<file path="src/hdl/ipbp_dly.sv">
// ----------------------------------------------------------------------------
// ipbp_dly
// Enabled shift line that keeps side data level with a divider
// ----------------------------------------------------------------------------
module ipbp_dly #(
    parameter int WIDTH = 8,
    parameter int DEPTH = 4
) (
    input  logic             i_clk,
    input  logic             i_rst_n,
    input  logic             i_en,
    input  logic [WIDTH-1:0] i_d,
    output logic [WIDTH-1:0] o_d
);

    logic [WIDTH-1:0] r_tap [DEPTH];

    always_ff @(posedge i_clk) begin
        if (!i_rst_n) begin
            for (int k = 0; k < DEPTH; k++) r_tap[k] <= '0;
        end else if (i_en) begin
            r_tap[0] <= i_d;
            for (int k = 1; k < DEPTH; k++) r_tap[k] <= r_tap[k-1];
        end
    end

    assign o_d = r_tap[DEPTH-1];

endmodule

</file>
<file path="config.mk">
export PLATFORM = sky130hd
export DESIGN_NAME = ipbp_dly
export DESIGN_NICKNAME = d
export VERILOG_FILES = /design/src/hdl/ipbp_dly.sv
export SDC_FILE = /design/constraint.sdc
export NUM_CORES = 1
export LEC_CHECK = 0
export ABC_AREA = 1
export BUFFER_PORTS_ARGS = -buffer_cell sky130_fd_sc_hd__buf_2
export CAP_MARGIN = 20
export CORE_ASPECT_RATIO = 0.9
export CORE_MARGIN = 2
export CORE_UTILIZATION = 55
export CTS_CLUSTER_SIZE = 8
export DETAILED_ROUTE_END_ITERATION = 16
export PLACE_DENSITY = 0.77
export SKIP_LAST_GASP = 1
export SYNTH_ARGS = -nofsm -noshare
export SYNTH_HDL_FRONTEND = slang
export SYNTH_SLANG_ARGS = --single-unit
</file>
<file path="constraint.sdc">
create_clock -name i_clk -period 2.35 [get_ports i_clk]
set_input_delay 0.1175 -clock i_clk [delete_from_list [all_inputs] [get_ports i_clk]]
set_output_delay 0.1175 -clock i_clk [all_outputs]
set_load 0.02 [all_outputs]
</file>
==> results of run 1 <==
-- worst paths after layout --
path,depth (start not counted),end,start,slack [ns]
max,1,o_d[1],r_tap[3][1],1.38
min reg2reg,2,r_tap[1][2],r_tap[0][2],0.55
min,3,r_tap[0][6],i_d[6],0.10
max reg2reg,2,r_tap[3][4],r_tap[2][4],1.60
-- per-stage QoR --
step	hold WS, ns	std cells	cell area (um^2)	total power (uW)
detailed placement	0.422	147	1450	777
CTS	0.0874	152	1490	1030
finish	0.101	152	1490	1020
global route	0.0852	152	1490	1070
global placement	0.414	147	1450	771
floorplan	0.331	102	1340	753
-- cell type report --
cell class              instances  area share (%)
clock buffers                   5            2.52
inverters                      33            8.32
multi-input cells              34            14.8
flip-flops and latches         32            64.5
well taps                      27            2.27
repair buffers                 21            7.56
-- logic make-up after synthesis --
family	Yosys count	share of synthesized area [%]
buf+inv	36	11.8
flops	32	71.8
simple gates	34	16.4
-- layout by cell type (no fill, tap or decap), drive strengths merged --
| cell type | instances |
|---|---|
| clkbuf | 5 |
| inv | 33 |
| nand2 | 2 |
| buf | 21 |
| edfxtp | 32 |
| nor2 | 32 |
-- power by group through the flow --
stage               registers [uW]  clock network (uW)  logic, uW
finish                         675                 254       86.0
global route                   679                 292       96.6
CTS                            676                 263       88.1
detailed placement             689                   0       87.8
global placement               687                   0       84.3
floorplan                      699                   0       53.7
-- tightest hold or removal path: stages --
cell and delay [ns]:
buf_2 0.07, inv_1 0.03, nor2_2 0.08
-- per-layer routing --
metal	vias up	share of wire (%)	routed length [um]	global-route usage (%)
li1	351	-	-	-
met2	20	51	760	22.0
met5	-	0	0	0
met1	311	41	604	13.9
met3	3	6.9	103	5.67
met4	0	1.4	21	8.33
==> impl_results.md, run 1 <==
* Storage cell area at about 960 um^2
* Mapped Avg Cell Area at 13.1 um^2
* Delay-heaviest family, CP: flip-flops
* First-pass GRT wire length at approximately 2.7 mm
* Util after Layout at approximately 66%
* Drt wl/cell at 9.80 um
* Max Slew Vio Count at 0
* Worst slew pin tran at around 0.56 ns
* Commonest cells in the netlist: 33 x inv_1, 32 x edfxtp_1, 27 x nor2_2
* Number of flip-flops in the largest register at 32
* 1st-pass router iterations at 3
* Via Count at approximately 700
* DP HPWL at between 1 and 1.5 mm
* Synth Cell Area at between 1000 and 1500 um^2
* Top cell type's share of synthesized area at 71.8%
* Share of total power in combinational logic at between 8 and 9%
* Post-place setup slack at 1.08 ns
* Asr flop ratio synth at 0%
* VDD IR max at ~0.46 mV
* # port buffers at 18
* Main synth FF type: edfxtp_1
* F_max at approximately 1.0 GHz
* Worst skew pair latency at 0.31 ns
* Clock sink count at 32
* Critical path buffer and inverter count at 1
* Die Width at between 50 and 60 um
* Post-synth EDFFs at 32
* Clk slew on worst S/H paths at 0.09 ns
* N_diodes at 0
* Crit path cell chain: buf_2
* Vias in the first global route at 677
* Layout cell share with drive strength beyond 1 at between 40% and 50%
* Cts repair resizes at 0
* Synth Warn # at 0
* RSZ-0062 raised after global routing: no
* Worst Path Required at between 2 and 2.5 ns
* Class of the worst hold path: in2reg
* Int Power at just under 800 uW
* Largest net degree at the start of global routing at 33
* Root Driver: clkbuf_4
* Initial antenna violation count at 0
* H-tree Lvls at 2
* Setup Buffers After CTS at 0
* FP Rows at 16
* Die area at around 2800 um^2
* P_sw at 221 uW
* Biggest register: r_tap
* Final Net Count at between 100 and 150
* CP Launch Type: register
* Clock Tree Buf Depth at 2
* Rel. slew slack at ~63%
* Minimum clock period at a little under 1 ns
* Fill count at ~170
* Routed Antenna Nets at 0
* GR Overflow Total at 0
* Multi-input gate area at ~220 um^2
* Average vias per placed instance at about 4.5
* CP max stage cell: edfxtp_1
* Most frequent cell after synthesis: inv_1
* Seq cells post-synth at 32
* Setup ws final at roughly 1.4 ns
* Worst path arrival time at about 0.85 ns
* Detailed Route Iter0 Violations at 6
* Setup_tns at 0 ns
* Synth unique cells at 8
* Post-synth net total at around 110
* Pwr dens at about 680 nW/um^2
* TritonCTS clock tree: built
* Seq pwr share at 66.5%
* Gpl congestion at about 0.65
* Outcome: complete, no violations
* Final worst-path cycle share at 41.2%
* Number of hold violations in the final report at 0
* Clk pwr share at 25.0%
* P&R area growth vs syn at 11.2%
* P_leak at 0.000636 uW
* Max Cap Viol at 0
* Switching Share at a little over a fifth
* Hold_buf cts at 0
* Crit-path max FO at 1
* Registers with the most flip-flops: r_tap (32)
* Post-route DRC violation count at 0
* I/O pin total at 19
* Initial Utilization at 59.7%
* Core Box Area at ~2200 um^2
* Slowest stage delay, CP at roughly 0.37 ns
* Final Skew at roughly 0.01 ns
* Die height at just over 50 um
* Drt total wl at between 1 and 1.5 mm
* Area leader, netlist: edfxtp_1
* Top cells by area, synth: edfxtp_1 72%, nor2_2 13%, inv_1 9.3%
* Synth Instances at about 100
* Sequential area share after synthesis at 71.8%
* CP Capture Type: output pin
* Final Setup Violations at 0
* Num CTS Buffers at 5
* GRT Util Overall at approximately an eighth
* Crit Path Class: reg2out
Note: power is estimated with default switching activity, not from simulation.
==> inputs of run 2 (changes only) <==
--- a/config.mk
+++ b/config.mk
@@ -5,15 +5,15 @@
 export SDC_FILE = /design/constraint.sdc
 export NUM_CORES = 1
 export LEC_CHECK = 0
-export ABC_AREA = 1
+export ABC_AREA = 0
 export BUFFER_PORTS_ARGS = -buffer_cell sky130_fd_sc_hd__buf_2
 export CAP_MARGIN = 20
 export CORE_ASPECT_RATIO = 0.9
 export CORE_MARGIN = 2
-export CORE_UTILIZATION = 55
+export CORE_UTILIZATION = 49
 export CTS_CLUSTER_SIZE = 8
 export DETAILED_ROUTE_END_ITERATION = 16
-export PLACE_DENSITY = 0.77
+export PLACE_DENSITY = 0.73
 export SKIP_LAST_GASP = 1
 export SYNTH_ARGS = -nofsm -noshare
 export SYNTH_HDL_FRONTEND = slang
==> constraint.sdc (replaced) <==
create_clock -name i_clk -period 0.8 [get_ports i_clk]
set_input_delay 0.04 -clock i_clk [delete_from_list [all_inputs] [get_ports i_clk]]
set_output_delay 0.04 -clock i_clk [all_outputs]
set_load 0.02 [all_outputs]
==> run 2 against run 1 <==
The flow now finishes with violations (negative setup slack); area after synthesis shrank 7.5%; sequential share of layout area shrank 0.91 points; sequential power grew to 2.9 times the previous value; critical path type unchanged.
==> impl_results.md, run 2 <==
* Class of the worst hold path: in2reg
* Storage cell area at around 960 um^2
* Num CTS Buffers at 5
* F_max at about 1.1 GHz
* CP Capture Type: output pin
* Pwr dens at 2020 nW/um^2
* GR Overflow Total at 0
* Setup Buffers After CTS at 0
* Final Skew at between 0.009 and 0.01 ns
* Routed Antenna Nets at 0
* Sequential area share after synthesis at between 70% and 80%
* Die Width at roughly 57 um
* P_leak at between 0.0006 and 0.0007 uW
* Worst slew pin tran at 0.421 ns
* P_sw at approximately 630 uW
* Final instance area at 1510 um^2
* Initial Utilization at between 50 and 60%
* Crit path cell chain: buf_6
* Asr flop ratio synth at 0%
* Crit-path max FO at 1
* CP max stage cell: edfxtp_1
* Synth Warn # at 0
* Number of hold violations in the final report at 0
* Max Cap Viol at 0
* Final Setup Violations at 10
* Rel. slew slack at between 70 and 80%
* 1st-pass router iterations at 4
* Post-synth EDFFs at 32
* Slowest stage delay, CP at roughly 0.39 ns
* VDD IR max at 1.27 mV
* Outcome: complete, but fails checks
* I/O pin total at 19
* Post-synth net total at between 80 and 90
* CP Launch Type: register
* RSZ-0062 raised after global routing: yes
* Critical path buffer and inverter count at 1
* TritonCTS clock tree: built
* Number of flip-flops in the largest register at 32
* P&R area growth vs syn at 21.9%
* Main synth FF type: edfxtp_1
* Clock sink count at 32
* Vias in the first global route at about 630
* Met1 global-route usage at between 10 and 15%
* Seq cells post-synth at 32
* Initial antenna violation count at 0
* H-tree Lvls at 2
* Final Net Count at between 100 and 150
* Seq pwr share at around 65%
* Commonest non-fill, non-tap cells in the layout: 32 x edfxtp_1, 24 x and3_4, 15 x buf_2, 8 x and3_2, 5 x clkbuf_4
* Failing checks: negative setup slack
* Via Count at about 650
* Root Driver: clkbuf_4
* Worst reg2reg path startpoint: r_tap[2][0]
* Die height at about 52 um
* Synth unique cells at 5
* Synth Cell Area at around 1200 um^2
* Post-DP Area at ~1400 um^2
* First-pass GRT wire length at 2.68 mm
* Fill count at between 150 and 200
* FF-to-FF End: r_tap[3][0]
* Setup ws final at -0.0895 ns
* Max Slew Vio Count at 0
* Top cell type's share of synthesized area at between 70% and 80%
* Worst Hold End: r_tap[0][4]
* Hold_ws at just over 0.05 ns
* Post-place setup slack at -0.184 ns
* Post-route DRC violation count at 0
* N_diodes at 0
* Switching Share at approximately a fifth
* Worst skew pair latency at 0.32 ns
* Clk slew on worst S/H paths at ~0.090 ns
* Multi-input gate area at 342 um^2
* Int Power at 2420 uW
* Hold depth at 2
* Final worst-path cycle share at 111%
* FP Rows at 17
* Most used routing layer: met2
* Met3 usage at 6.72%
* Worst Path Required at 0.76 ns
* Registers with the most flip-flops: r_tap (32)
* # port buffers at 18
* FF-to-FF path depth at 1
* Minimum clock period at slightly below 0.9 ns
* Delay-heaviest family, CP: flip-flops
* Crit Path Class: reg2out
* Average vias per placed instance at roughly 5.4
* GRT Util Overall at 12.9%
* HP Start: i_d[4]
* Biggest register: r_tap
* Commonest cells in the netlist: 32 x and3_2, 32 x edfxtp_1, 3 x buf_2, 3 x clkbuf_2, 1 x or2b_1
* Clock Tree Buf Depth at 2
* Core Box Area at around 2400 um^2
* Top cells by area, synth: edfxtp_1 78%, and3_2 19%, buf_2 1.2%
* Area leader, netlist: edfxtp_1
* Clk pwr share at between 20% and 30%
* Gpl congestion at roughly 0.64
* Die area at between 2000 and 3000 um^2
* Share of total power in combinational logic at 8.0%
* Largest net degree at the start of global routing at 33
* Layout cell share with drive strength beyond 1 at 62.4%
* Commonest non-fill, non-tap cell in the layout: edfxtp_1
* Worst path arrival time at about 0.85 ns
* Worst R2R Setup Slack at 0 ns
* Drt total wl at approximately 1.6 mm
* Drt wl/cell at between 10 and 15 um
* M2 GR Usage at approximately 22%
* Detailed Route Iter0 Violations at 6
* Synth Instances at between 70 and 80
* Mapped Avg Cell Area at around 17 um^2
## run 2: cell count changes in the layout (fill, tap and decap cells not counted), moves of 2 or more
cell,previous run,this run
and3_4,0,24
nor2_1,2,0
buf_6,0,3
buf_2,18,15
nor2_2,27,0
and3_2,0,8
clkbuf_1,0,2
inv_1,33,0
nor2_4,3,0
## run 2: through the flow
| step | TNS, ns | util (%) | total power (uW) | instances |
|---|---|---|---|---|
| 2_1_floorplan | 0 | - | 2150 | 71 |
| 3_5_place_dp | -6.50 | 55.8 | 2230 | 113 |
| 4_1_cts | -0.817 | 60.3 | 3070 | 121 |
| 6_report | -0.650 | 62.3 | 3050 | 121 |
| 5_1_grt | -1.15 | 62.3 | 3190 | 121 |
| 3_3_place_gp | -5.62 | 55.8 | 2210 | 113 |
## run 2: logic make-up after synthesis
group | share of synthesized area (%)
buffers and inverters | 2.42
AND/OR/NAND/NOR | 20.0
flip-flops | 77.6
## run 2: final cells by class
cell class	count	area share, %
Clock buffer	7	2.98
Multi-Input combinational cell	33	22.6
Sequential cell	32	63.6
Clock inverter	1	0.249
Timing Repair Buffer	20	8.20
Tap cell	28	2.32
## run 2: timing repair
item	4_1_cts	5_1_grt
resized for setup	16	14
setup endpoints to repair	24	26
hold buffers	0	0
## run 2: worst max path at each step
stage          cells past startpoint   startpoint     endpoint
6_report                           1  r_tap[3][3]       o_d[3]
5_1_grt                            1  r_tap[3][3]       o_d[3]
2_1_floorplan                      1  r_tap[0][0]  r_tap[1][0]
4_1_cts                            1  r_tap[3][2]       o_d[2]
3_3_place_gp                       2      i_rst_n  r_tap[0][1]
3_5_place_dp                       2      i_rst_n  r_tap[0][1]
## run 2: layer usage
metal / vias up / wire length (um)
met5: - / 0
met4: 0 / 41
met3: 7 / 121
met2: 25 / 786
met1: 306 / 635
li1: 316 / -
## run 2: power groups by stage
stage	logic, uW	registers [uW]	clock network, uW
final	244	1990	812
after global routing	268	2000	924
after CTS	227	1990	851
after detailed placement	203	2020	0
after global placement	196	2020	0
after floorplan	100	2050	0
